File: src/sv/zvsm_pkg.sv
// ----------------------------------------------------------------------------
// zvsm_pkg
// Shared types and constants for the zvs monitor with adaptive dead time.
// ----------------------------------------------------------------------------
package zvsm_pkg;

    // default widths
    localparam int SAMPLE_BITS_DEF = 12;
    localparam int COUNT_BITS_DEF  = 16;

    // config port
    localparam int CFG_IDX_W  = 4;
    localparam int CFG_DATA_W = 16;

    localparam logic [CFG_IDX_W-1:0] REG_SENSE_ENABLE   = 4'd0;
    localparam logic [CFG_IDX_W-1:0] REG_VDS_THRESHOLD  = 4'd1;
    localparam logic [CFG_IDX_W-1:0] REG_TRIP_LIMIT     = 4'd2;
    localparam logic [CFG_IDX_W-1:0] REG_START_DEADTIME = 4'd3;

    // register reset values
    localparam logic [11:0] THR_RST      = 12'd0;
    localparam logic [15:0] FAIL_LIM_RST = 16'd50;
    localparam logic [11:0] START_DT_RST = 12'd100;

    // dead time clamp in ns
    localparam logic [11:0] DT_MIN = 12'd50;
    localparam logic [11:0] DT_MAX = 12'd2000;

    // input command
    localparam logic CMD_CLASSIFY = 1'b0;
    localparam logic CMD_ADAPT    = 1'b1;

    typedef enum logic [1:0] {
        CLS_UNKNOWN  = 2'd0,
        CLS_ACHIEVED = 2'd1,
        CLS_MARGINAL = 2'd2,
        CLS_HARD     = 2'd3
    } t_zvs_class;

    // current register contents
    typedef struct packed {
        logic        sense_enable;
        logic [11:0] vds_threshold;
        logic [15:0] trip_limit;
    } t_cfg;

    // one-cycle events raised by a register write
    typedef struct packed {
        logic        clear_sense;
        logic        load_dt;
        logic [11:0] load_value;
    } t_cfg_evt;

    // one result word
    typedef struct packed {
        t_zvs_class  zvs_class;
        logic        trip;
        logic [11:0] deadtime_now;
        logic        deadtime_changed;
    } t_result;

endpackage

File: src/sv/zvs_monitor_adaptive_deadtime.sv
// ----------------------------------------------------------------------------
// zvs_monitor_adaptive_deadtime
// ZVS monitor: classifies end-of-dead-time Vds samples, counts failures for
// an emergency trip, and adapts the dead time on command.
//
//   channel  direction  handshake                    payload
//   in       sink       i_in_valid / o_in_stall      i_cmd, i_vds_code
//   out      source     o_out_valid / i_out_stall    o_zvs_class, o_trip,
//                                                    o_deadtime_now,
//                                                    o_deadtime_changed
//   cfg      sink       i_cfg_valid / o_cfg_ready    i_cfg_index, i_cfg_data
//
// A word is captured in an input register, evaluated against the monitor
// state and lands in the output register; one word per cycle is sustained
// while the output word is not stalled.
// Synchronous active-low reset clears the handshake and monitor state and
// loads the dead time with its reset start value.
// While the output word is stalled the input register still takes one word,
// then o_in_stall rises. Config writes are always taken.
// ----------------------------------------------------------------------------
module zvs_monitor_adaptive_deadtime #(
    parameter int SAMPLE_BITS = zvsm_pkg::SAMPLE_BITS_DEF,
    parameter int COUNT_BITS  = zvsm_pkg::COUNT_BITS_DEF
) (
    input  logic                             i_clk,
    input  logic                             i_rst_n,
    // input words
    input  logic                             i_in_valid,
    output logic                             o_in_stall,
    input  logic                             i_cmd,
    input  logic [SAMPLE_BITS-1:0]           i_vds_code,
    // result words
    output logic                             o_out_valid,
    input  logic                             i_out_stall,
    output logic [1:0]                       o_zvs_class,
    output logic                             o_trip,
    output logic [11:0]                      o_deadtime_now,
    output logic                             o_deadtime_changed,
    // configuration
    input  logic                             i_cfg_valid,
    output logic                             o_cfg_ready,
    input  logic [zvsm_pkg::CFG_IDX_W-1:0]   i_cfg_index,
    input  logic [zvsm_pkg::CFG_DATA_W-1:0]  i_cfg_data
);

    logic                   r_s1_valid;
    logic                   n_s1_valid;
    logic                   r_s1_cmd;
    logic [SAMPLE_BITS-1:0] r_s1_vds;
    logic                   r_out_valid;
    logic                   n_out_valid;
    zvsm_pkg::t_result      r_out;
    zvsm_pkg::t_result      core_result;
    zvsm_pkg::t_cfg         cfg;
    zvsm_pkg::t_cfg_evt     cfg_evt;
    logic                   out_free;
    logic                   s1_fire;
    logic                   in_accept;

    zvsm_cfg #(
        .SAMPLE_BITS (SAMPLE_BITS)
    ) u_cfg (
        .i_clk       (i_clk),
        .i_rst_n     (i_rst_n),
        .i_cfg_valid (i_cfg_valid),
        .i_cfg_index (i_cfg_index),
        .i_cfg_data  (i_cfg_data),
        .o_cfg       (cfg),
        .o_evt       (cfg_evt)
    );

    zvsm_core #(
        .SAMPLE_BITS (SAMPLE_BITS),
        .COUNT_BITS  (COUNT_BITS)
    ) u_core (
        .i_clk    (i_clk),
        .i_rst_n  (i_rst_n),
        .i_fire   (s1_fire),
        .i_cmd    (r_s1_cmd),
        .i_vds    (r_s1_vds),
        .i_cfg    (cfg),
        .i_evt    (cfg_evt),
        .o_result (core_result)
    );

    always_comb begin
        out_free   = !r_out_valid || !i_out_stall;
        s1_fire    = r_s1_valid && out_free;
        o_in_stall = r_s1_valid && !out_free;
        in_accept  = i_in_valid && !o_in_stall;

        if (in_accept) begin
            n_s1_valid = 1'b1;
        end else if (s1_fire) begin
            n_s1_valid = 1'b0;
        end else begin
            n_s1_valid = r_s1_valid;
        end

        if (s1_fire) begin
            n_out_valid = 1'b1;
        end else if (!i_out_stall) begin
            n_out_valid = 1'b0;
        end else begin
            n_out_valid = r_out_valid;
        end
    end

    always_ff @(posedge i_clk) begin
        if (!i_rst_n) begin
            r_s1_valid  <= 1'b0;
            r_out_valid <= 1'b0;
        end else begin
            r_s1_valid  <= n_s1_valid;
            r_out_valid <= n_out_valid;
        end
    end

    always_ff @(posedge i_clk) begin
        if (in_accept) begin
            r_s1_cmd <= i_cmd;
            r_s1_vds <= i_vds_code;
        end
        if (s1_fire) begin
            r_out <= core_result;
        end
    end

    assign o_out_valid        = r_out_valid;
    assign o_zvs_class        = r_out.zvs_class;
    assign o_trip             = r_out.trip;
    assign o_deadtime_now     = r_out.deadtime_now;
    assign o_deadtime_changed = r_out.deadtime_changed;
    assign o_cfg_ready        = 1'b1;

endmodule

File: src/sv/zvsm_cfg.sv
// ----------------------------------------------------------------------------
// zvsm_cfg
// Configuration register file; flags writes that restart sensing or reload
// the dead time.
// ----------------------------------------------------------------------------
module zvsm_cfg #(
    parameter int SAMPLE_BITS = zvsm_pkg::SAMPLE_BITS_DEF
) (
    input  logic                             i_clk,
    input  logic                             i_rst_n,
    input  logic                             i_cfg_valid,
    input  logic [zvsm_pkg::CFG_IDX_W-1:0]   i_cfg_index,
    input  logic [zvsm_pkg::CFG_DATA_W-1:0]  i_cfg_data,
    output zvsm_pkg::t_cfg                   o_cfg,
    output zvsm_pkg::t_cfg_evt               o_evt
);

    // threshold keeps only bits that a sample can reach
    localparam logic [11:0] THR_MASK = 12'((33'h1 << SAMPLE_BITS) - 33'h1);

    logic        r_sense_enable;
    logic [11:0] r_vds_threshold;
    logic [15:0] r_trip_limit;
    logic        wr_sense;
    logic        wr_thr;
    logic        wr_lim;
    logic        wr_dt;

    always_comb begin
        wr_sense = i_cfg_valid && (i_cfg_index == zvsm_pkg::REG_SENSE_ENABLE);
        wr_thr   = i_cfg_valid && (i_cfg_index == zvsm_pkg::REG_VDS_THRESHOLD);
        wr_lim   = i_cfg_valid && (i_cfg_index == zvsm_pkg::REG_TRIP_LIMIT);
        wr_dt    = i_cfg_valid && (i_cfg_index == zvsm_pkg::REG_START_DEADTIME);
    end

    always_ff @(posedge i_clk) begin
        if (!i_rst_n) begin
            r_sense_enable  <= 1'b0;
            r_vds_threshold <= zvsm_pkg::THR_RST;
            r_trip_limit    <= zvsm_pkg::FAIL_LIM_RST;
        end else begin
            if (wr_sense) begin
                r_sense_enable <= i_cfg_data[0];
            end
            if (wr_thr) begin
                r_vds_threshold <= i_cfg_data[11:0] & THR_MASK;
            end
            if (wr_lim) begin
                r_trip_limit <= i_cfg_data[15:0];
            end
        end
    end

    always_comb begin
        o_cfg.sense_enable  = r_sense_enable;
        o_cfg.vds_threshold = r_vds_threshold;
        o_cfg.trip_limit    = r_trip_limit;
        o_evt.clear_sense   = wr_sense || wr_thr || wr_lim;
        o_evt.load_dt       = wr_dt;
        o_evt.load_value    = i_cfg_data[11:0];
    end

endmodule

File: src/sv/zvsm_core.sv
// ----------------------------------------------------------------------------
// zvsm_core
// Sample classification, saturating fail count and dead time adaptation.
// Holds the monitor state; the result is combinational from one word.
// ----------------------------------------------------------------------------
module zvsm_core #(
    parameter int SAMPLE_BITS = zvsm_pkg::SAMPLE_BITS_DEF,
    parameter int COUNT_BITS  = zvsm_pkg::COUNT_BITS_DEF
) (
    input  logic                   i_clk,
    input  logic                   i_rst_n,
    input  logic                   i_fire,
    input  logic                   i_cmd,
    input  logic [SAMPLE_BITS-1:0] i_vds,
    input  zvsm_pkg::t_cfg         i_cfg,
    input  zvsm_pkg::t_cfg_evt     i_evt,
    output zvsm_pkg::t_result      o_result
);

    localparam int CMP_W = ((SAMPLE_BITS > 12) ? SAMPLE_BITS : 12) + 4;
    localparam int LIM_W = (COUNT_BITS > 16) ? COUNT_BITS : 16;

    logic [COUNT_BITS-1:0] r_fail_count;
    logic [COUNT_BITS-1:0] n_fail_count;
    zvsm_pkg::t_zvs_class  r_last_class;
    zvsm_pkg::t_zvs_class  n_last_class;
    logic [11:0]           r_deadtime;
    logic [11:0]           n_deadtime;

    logic [CMP_W-1:0] vds_ext;
    logic [CMP_W-1:0] thr_ext;
    logic [CMP_W-1:0] vds_x10;
    logic [CMP_W-1:0] thr_x3;
    logic [12:0]      dt_ext;
    logic [12:0]      dt_sum;
    logic [11:0]      dt_adapt;
    logic             trip_cmp;

    // classify: 10*vds < 3*thr is the exact form of vds < 0.3*thr
    always_comb begin
        vds_ext = CMP_W'(i_vds);
        thr_ext = CMP_W'(i_cfg.vds_threshold);
        vds_x10 = (vds_ext << 3) + (vds_ext << 1);
        thr_x3  = (thr_ext << 1) + thr_ext;
    end

    // adaptation from the last class, then clamp
    always_comb begin
        dt_ext = {1'b0, r_deadtime};
        unique case (r_last_class)
            zvsm_pkg::CLS_HARD: begin
                dt_sum = dt_ext + (dt_ext >> 1);
            end
            zvsm_pkg::CLS_MARGINAL: begin
                dt_sum = dt_ext + (dt_ext >> 3);
            end
            zvsm_pkg::CLS_ACHIEVED: begin
                dt_sum = (r_deadtime > zvsm_pkg::DT_MIN) ? dt_ext - (dt_ext >> 4) : dt_ext;
            end
            default: begin
                dt_sum = dt_ext;
            end
        endcase
        if (dt_sum < {1'b0, zvsm_pkg::DT_MIN}) begin
            dt_adapt = zvsm_pkg::DT_MIN;
        end else if (dt_sum > {1'b0, zvsm_pkg::DT_MAX}) begin
            dt_adapt = zvsm_pkg::DT_MAX;
        end else begin
            dt_adapt = dt_sum[11:0];
        end
    end

    // next state
    always_comb begin
        n_fail_count = r_fail_count;
        n_last_class = r_last_class;
        n_deadtime   = r_deadtime;
        if (i_cfg.sense_enable) begin
            if (i_cmd == zvsm_pkg::CMD_ADAPT) begin
                n_deadtime = dt_adapt;
            end else if (vds_x10 < thr_x3) begin
                n_last_class = zvsm_pkg::CLS_ACHIEVED;
                n_fail_count = '0;
            end else begin
                n_last_class = (vds_ext < thr_ext) ? zvsm_pkg::CLS_MARGINAL
                                                   : zvsm_pkg::CLS_HARD;
                if (r_fail_count != '1) begin
                    n_fail_count = r_fail_count + 1'b1;
                end
            end
        end
    end

    always_comb begin
        trip_cmp = LIM_W'(n_fail_count) >= LIM_W'(i_cfg.trip_limit);
        o_result.deadtime_now     = n_deadtime;
        o_result.trip             = i_cfg.sense_enable && trip_cmp;
        o_result.deadtime_changed = i_cfg.sense_enable && (i_cmd == zvsm_pkg::CMD_ADAPT)
                                    && (dt_adapt != r_deadtime);
        if (i_cfg.sense_enable) begin
            o_result.zvs_class = n_last_class;
        end else if (i_cmd == zvsm_pkg::CMD_ADAPT) begin
            o_result.zvs_class = r_last_class;
        end else begin
            o_result.zvs_class = zvsm_pkg::CLS_UNKNOWN;
        end
    end

    always_ff @(posedge i_clk) begin
        if (!i_rst_n) begin
            r_fail_count <= '0;
            r_last_class <= zvsm_pkg::CLS_UNKNOWN;
            r_deadtime   <= zvsm_pkg::START_DT_RST;
        end else begin
            if (i_evt.clear_sense) begin
                r_fail_count <= '0;
                r_last_class <= zvsm_pkg::CLS_UNKNOWN;
            end else if (i_fire) begin
                r_fail_count <= n_fail_count;
                r_last_class <= n_last_class;
            end
            if (i_evt.load_dt) begin
                r_deadtime <= i_evt.load_value;
            end else if (i_fire) begin
                r_deadtime <= n_deadtime;
            end
        end
    end

endmodule
File: config.mk
export PLATFORM = sky130hd
export DESIGN_NAME = zvs_monitor_adaptive_deadtime
export DESIGN_NICKNAME = d
export VERILOG_FILES = /design/src/sv/zvsm_pkg.sv /design/src/sv/zvs_monitor_adaptive_deadtime.sv /design/src/sv/zvsm_cfg.sv /design/src/sv/zvsm_core.sv
export SDC_FILE = /design/constraint.sdc
export NUM_CORES = 1
export LEC_CHECK = 0
export BUFFER_PORTS_ARGS = -buffer_cell sky130_fd_sc_hd__buf_2
export CAP_MARGIN = 20
export CORE_UTILIZATION = 38
export DETAILED_ROUTE_END_ITERATION = 6
export PLACE_DENSITY_LB_ADDON = 0.08
export REMOVE_ABC_BUFFERS = 1
export SYNTH_ARGS = -nofsm -noshare
export SYNTH_HDL_FRONTEND = slang
export SYNTH_SLANG_ARGS = --single-unit
File: constraint.sdc
create_clock -name i_clk -period 12.7 [get_ports i_clk]
set_input_delay 0.635 -clock i_clk [delete_from_list [all_inputs] [get_ports i_clk]]
set_output_delay 0.635 -clock i_clk [all_outputs]
set_load 0.1 [all_outputs]
Yosys cells after proc, flatten, opt, wreduce, memory -nomap -nowiden
Index checks and enable logic that the tools add are counted.
{"block": "classes", "addsub": 6, "n_reduce_logical": 21, "eq_ne": 9, "order_cmp": 6, "div": 0, "muxes": 22, "shifts": 0, "mul": 0, "bitwise": 1}
{"op": "12-bit 2-to-1 mux", "count": 6}
{"op": "16-bit 2-to-1 mux", "count": 4}
{"op": "13-bit case mux with 3 select lines", "count": 1}
{"op": "15-bit by 13-bit adder with 16-bit output", "count": 1}
{"op": "16-bit by 1-bit adder with 16-bit output, second input constant", "count": 1}
{"op": "16-bit greater-or-equal comparator", "count": 1}
{"op": "16-bit < comparator", "count": 1}
{"op": "16-bit inequality test, second input constant", "count": 1}
{"op": "13-bit by 12-bit adder with 14-bit output", "count": 1}
{"op": "12-bit by 11-bit adder with 13-bit output", "count": 1}
{"op": "12-bit by 9-bit adder with 13-bit output", "count": 1}
{"op": "13-bit by 11-bit greater-than comparator with 1-bit output, second input constant", "count": 1}
{"op": "13-bit by 6-bit < comparator with 1-bit output, second input constant", "count": 1}
{"op": "13-bit 2-to-1 mux", "count": 1}
{"op": "12-bit by 8-bit subtractor with 13-bit output", "count": 1}
{"op": "12-bit by 6-bit greater-than comparator with 1-bit output, second input constant", "count": 1}
{"op": "12-bit < comparator", "count": 1}
{"op": "12-bit inequality test", "count": 1}
{"op": "1-bit logical AND", "count": 10}
{"op": "2-bit 2-to-1 mux", "count": 5}
{"op": "4-bit by 2-bit equality test with 1-bit output, second input constant", "count": 2}
{"op": "1-bit 2-to-1 mux", "count": 5}
{"op": "2-bit equality test, second input constant", "count": 2}
{"op": "4-bit by 1-bit equality test with 1-bit output, second input constant", "count": 1}
{"op": "8 further kinds", "count": 14}
{"block": "totals", "ramBits": 0, "reg_bits": 90, "latch_bits": 0, "wordCells": 79, "romBits": 0, "n_memories": 0, "out_inout_bits": 19}

Longest topological paths before layout
{"block": "logic_depth", "word_depth": 10, "ltp_mapped": 33, "depth_no_buf": 33}

Modules after synthesis
From an unflattened synthesis, not the netlist that was laid out.
{"block": "unflattened", "cells_unflattened": 937, "hier_area_um2": 7823.8}
{"mod": "zvsm_core", "area_per_inst_um2": 5579.1, "cells_per_inst": 762, "seq_area_each_um2": 600.6, "n_inst": 1}
{"mod": "zvsm_cfg", "area_per_inst_um2": 1278.7, "cells_per_inst": 136, "seq_area_each_um2": 580.6, "n_inst": 1}
{"mod": "zvs_monitor_adaptive_deadtime", "area_per_inst_um2": 965.9, "cells_per_inst": 39, "seq_area_each_um2": 910.9, "n_inst": 1}

Worst setup path after synthesis
OpenSTA, ideal clock, no wires.
{"block": "synth_timing", "path_type": "reg-to-reg", "from": "register r_s1_vds[2]", "to": "register r_out (netlist bit o_trip), data pin", "n_path_buf": 0, "t_arrival_ps": 5475, "stages_incl_launch_ff": 34, "setup_ps": 264, "period_less_slack_ps": 5739, "t_required_ps": 12436, "path_slack_ps": 6961, "cell_sequence": "edfxtp_1 ha_1 inv_1 fa_1 nor2b_1 o21ai_0 a21boi_0 o21a_1 o21a_1 or2_2 a21oi_1 o21bai_1 a21oi_1 xnor2_1 ha_1 nor4_1 nand4b_1 o41ai_1 o21ba_2 nor2_1 o21ai_0 nand2_1 o21ai_0 ha_1 a21o_1 a21o_1 a21o_1 a21o_1 a21oi_1 o21ai_0 nand4_1 a31oi_1 o2111ai_1 a21boi_0"}
{"item": "from (decl)", "line": "zvs_monitor_adaptive_deadtime.sv:49", "rtl": "logic [SAMPLE_BITS-1:0] r_s1_vds;"}
{"item": "from (signal assigned)", "line": "zvs_monitor_adaptive_deadtime.sv:122", "rtl": "r_s1_vds <= i_vds_code;"}
{"item": "to (signal assigned)", "line": "zvs_monitor_adaptive_deadtime.sv:125", "rtl": "r_out <= core_result;"}
{"item": "to (decl)", "line": "zvs_monitor_adaptive_deadtime.sv:52", "rtl": "zvsm_pkg::t_result r_out;"}

==> impl_metrics.toml <==
[global_routing]
grt_first_pass_wirelength_um = 32700
grt_usage = 0.209
grt_max_degree = 46
met3_usage = 0.0293
antenna_found_initial = 0
gr-usage-met1 = 0.295
grt_pass1_vias = 5996
grt_overflow_total = 0
busiest_layer = "met2"
use_met2 = 0.327

[logic_synthesis]
ys_async_sr_fraction = 0
netlist_area_sq_mm = 0.00747
yosysSeqAreaShare = 0.280
yosysMostFrequentCell = "nand2_1"
synthDistinctLibCells = 74
synth_cells = 913
synth_edf_count = 29
synth_area_per_cell_sq_um = 8.18
synthFlopType = "dfxtp_1"
synth-seq-cells = 90
synth_area_leaders = "dfxtp_1 16%, ha_1 13%, edfxtp_1 12%, nand2_1 5.0%, o21ai_0 4.4%"
yosysWarnings = 0
synth_top_cell_by_area = "dfxtp_1"
synth_top_area_share = 0.164
ys_top_cells_by_count = "100 x nand2_1, 80 x ha_1, 73 x nor2_1"

[critical_path]
worst-setup-path-type = "flip-flop to flip-flop"
crit_path_end_kind = "flip-flop"
crit_slowest_cell = "nor2_1"
r2r-end = "o_trip"
crit_path_start_kind = "flip-flop"
cp.required_ns = 12.80
path_max_fanout = 10
cpPeakStageDelay_ns = 0.55
reg2reg_slack_ns = 6.00
worstRegToRegCells = 33
cp_num_buf_inv = 1
cp.arrival_ns = 6.80
critical-path-top-delay-family = "compound AO/OA/AOI/OAI gates"
worstReg2RegStart = "r_s1_vds[0]"

[cells_and_area]
antenna_cells = 0
drive_above_1_share = 0.106
final_cell_area_sq_mm = 0.00826
area_growth_pct = 10.6
nets = 1066

[sta]
finClkSkew_ns = 0.0113
relSlewSlack = 0.339
fmax_ghz = 0.149
max_slew.worst_pin.slew_ns = 0.988
fin_crit_sh = 0.528
timing.hold.ws_ns = 0.457
fin_setup_tns_ns = 0
period_needed_ns = 6.70
rsz0062_at_grt = "false"
drv_slew = 0
setup_ws_ns = 6.00
hold_viol = 0
finalSetupViolCount = 0

[die]
rows = 50
initial_core_util = 0.394
core_sq_mm = 0.0190
die_x_um = 142
pin_count = 57
dieHeight_um = 142
die-area_sq_mm = 0.0202

[cts]
cts_resized = 0
clk_pin_slew_ns = 0.07
cts_tree = "yes"
htreeDepth = 3
root_buffer = "clkbuf_16"
clock_path_buffers = 2
cts.sinks = 90
numCtsBuffers = 9
post_cts_buffers = 0
hold_buffers = 0
clock_latency_ns = 0.35

[drt]
drt_iter0_markers = 362
postRouteAntennaNets = 0
totalWireLength_um = 20400
drcViolationCount = 0
drt_pass1_iterations = 5
drt-vias-per-instance = 5.38
vias = 6509
routedWlPerCell_um = 16.8

[status]
status = "completed"

[pwr]
power_mw = 0.714
ir_drop_mv = 0.0563
p_per_area_mw_per_mm2 = 86.5
power.leakage_nw = 3.38

[placed_design]
dpl.hpwl_um = 15600
gp_congestion = 0.842
dp_slack_ns = 5.79
placed_area_sq_mm = 0.00794
port-buffer-count = 55

[worst_hold_path]
min_from = "i_vds_code[8]"
hp-class = "input pin to flip-flop"
hold_depth = 1
min_to = "r_s1_vds[8]"

[job]
cap_violations = 0
[state kept, by name, indices dropped and copies added (netlist names)]
register,cells
o_deadtime_changed,1
u_cfg.r_sense_enable,1
o_zvs_class,2
r_s1_vds,12
o_out_valid,1
r_s1_cmd,1
u_core.r_last_class,2
u_cfg.r_vds_threshold,12
o_trip,1
u_core.r_deadtime,12
o_deadtime_now,12
u_core.r_fail_count,16
r_s1_valid,1
u_cfg.r_trip_limit,16
[placed cells by master, fill, tap and decap left out, drive strengths merged, types with 15 or more instances in the layout]
master	netlist	final
nand3	25	25
nand2	100	100
o21ai	66	66
inv	56	60
nor2	73	73
ha	80	80
dfxtp	61	61
nor2b	20	20
buf	8	61
a21o	20	20
a21oi	57	57
mux2i	15	15
edfxtp	29	29
nor3	15	15
a21boi	17	17
xnor2	27	27
[kinds of logic after synthesis]
| kind of cell | Yosys count | synth area share |
|---|---|---|
| buffers and inverters | 98 | 0.0524 |
| multiplexers | 19 | 0.0278 |
| AO/OA/AOI/OAI | 279 | 0.252 |
| adder cells (fa/ha/maj) | 84 | 0.145 |
| flip-flops | 90 | 0.280 |
| AND/OR/NAND/NOR | 301 | 0.194 |
| XOR/XNOR | 41 | 0.0481 |
| other | 1 | 0.000502 |
[per-stage QoR]
stage                     utilization  cells
after floorplan                     -    871
after global placement          0.419   1192
after detailed placement        0.419   1192
after CTS                       0.435   1208
after global routing            0.436   1209
final                           0.436   1209
[how the worst max path moves through the flow]
stage	start	end	slack [ns]	depth (start not counted)
after detailed placement	r_s1_vds[0]	o_trip	5.79	32
after CTS	r_s1_vds[0]	o_trip	5.79	32
after global routing	r_s1_vds[2]	o_trip	5.40	33
after global placement	r_s1_vds[0]	o_trip	5.92	32
after floorplan	r_s1_vds[2]	o_trip	6.68	32
final	r_s1_vds[0]	o_trip	6.00	33
[routing by layer]
layer	wire length (um)	up-vias
met1	10400	3003
met3	647	23
met5	0	-
met2	8950	90
met4	336	0
li1	-	3393
[power breakdown]
| group | switching [mW] | internal [mW] | leakage (nW) |
|---|---|---|---|
| Sequential | 0.00779 | 0.304 | 0.770 |
| Combinational | 0.0775 | 0.0452 | 2.45 |
| Clock | 0.126 | 0.154 | 0.155 |
| Total | 0.211 | 0.503 | 3.38 |
[area by class of cell]
class	instances	area [sq um]
Sequential cell	90	2090
Multi-Input combinational cell	725	4990
Inverter	56	210
Clock buffer	11	264
Fill cell	1951	10700
Timing Repair Buffer	62	328
Tap cell	260	325
Clock inverter	5	48.8
No activity file was read; power rests on OpenSTA's default activity.
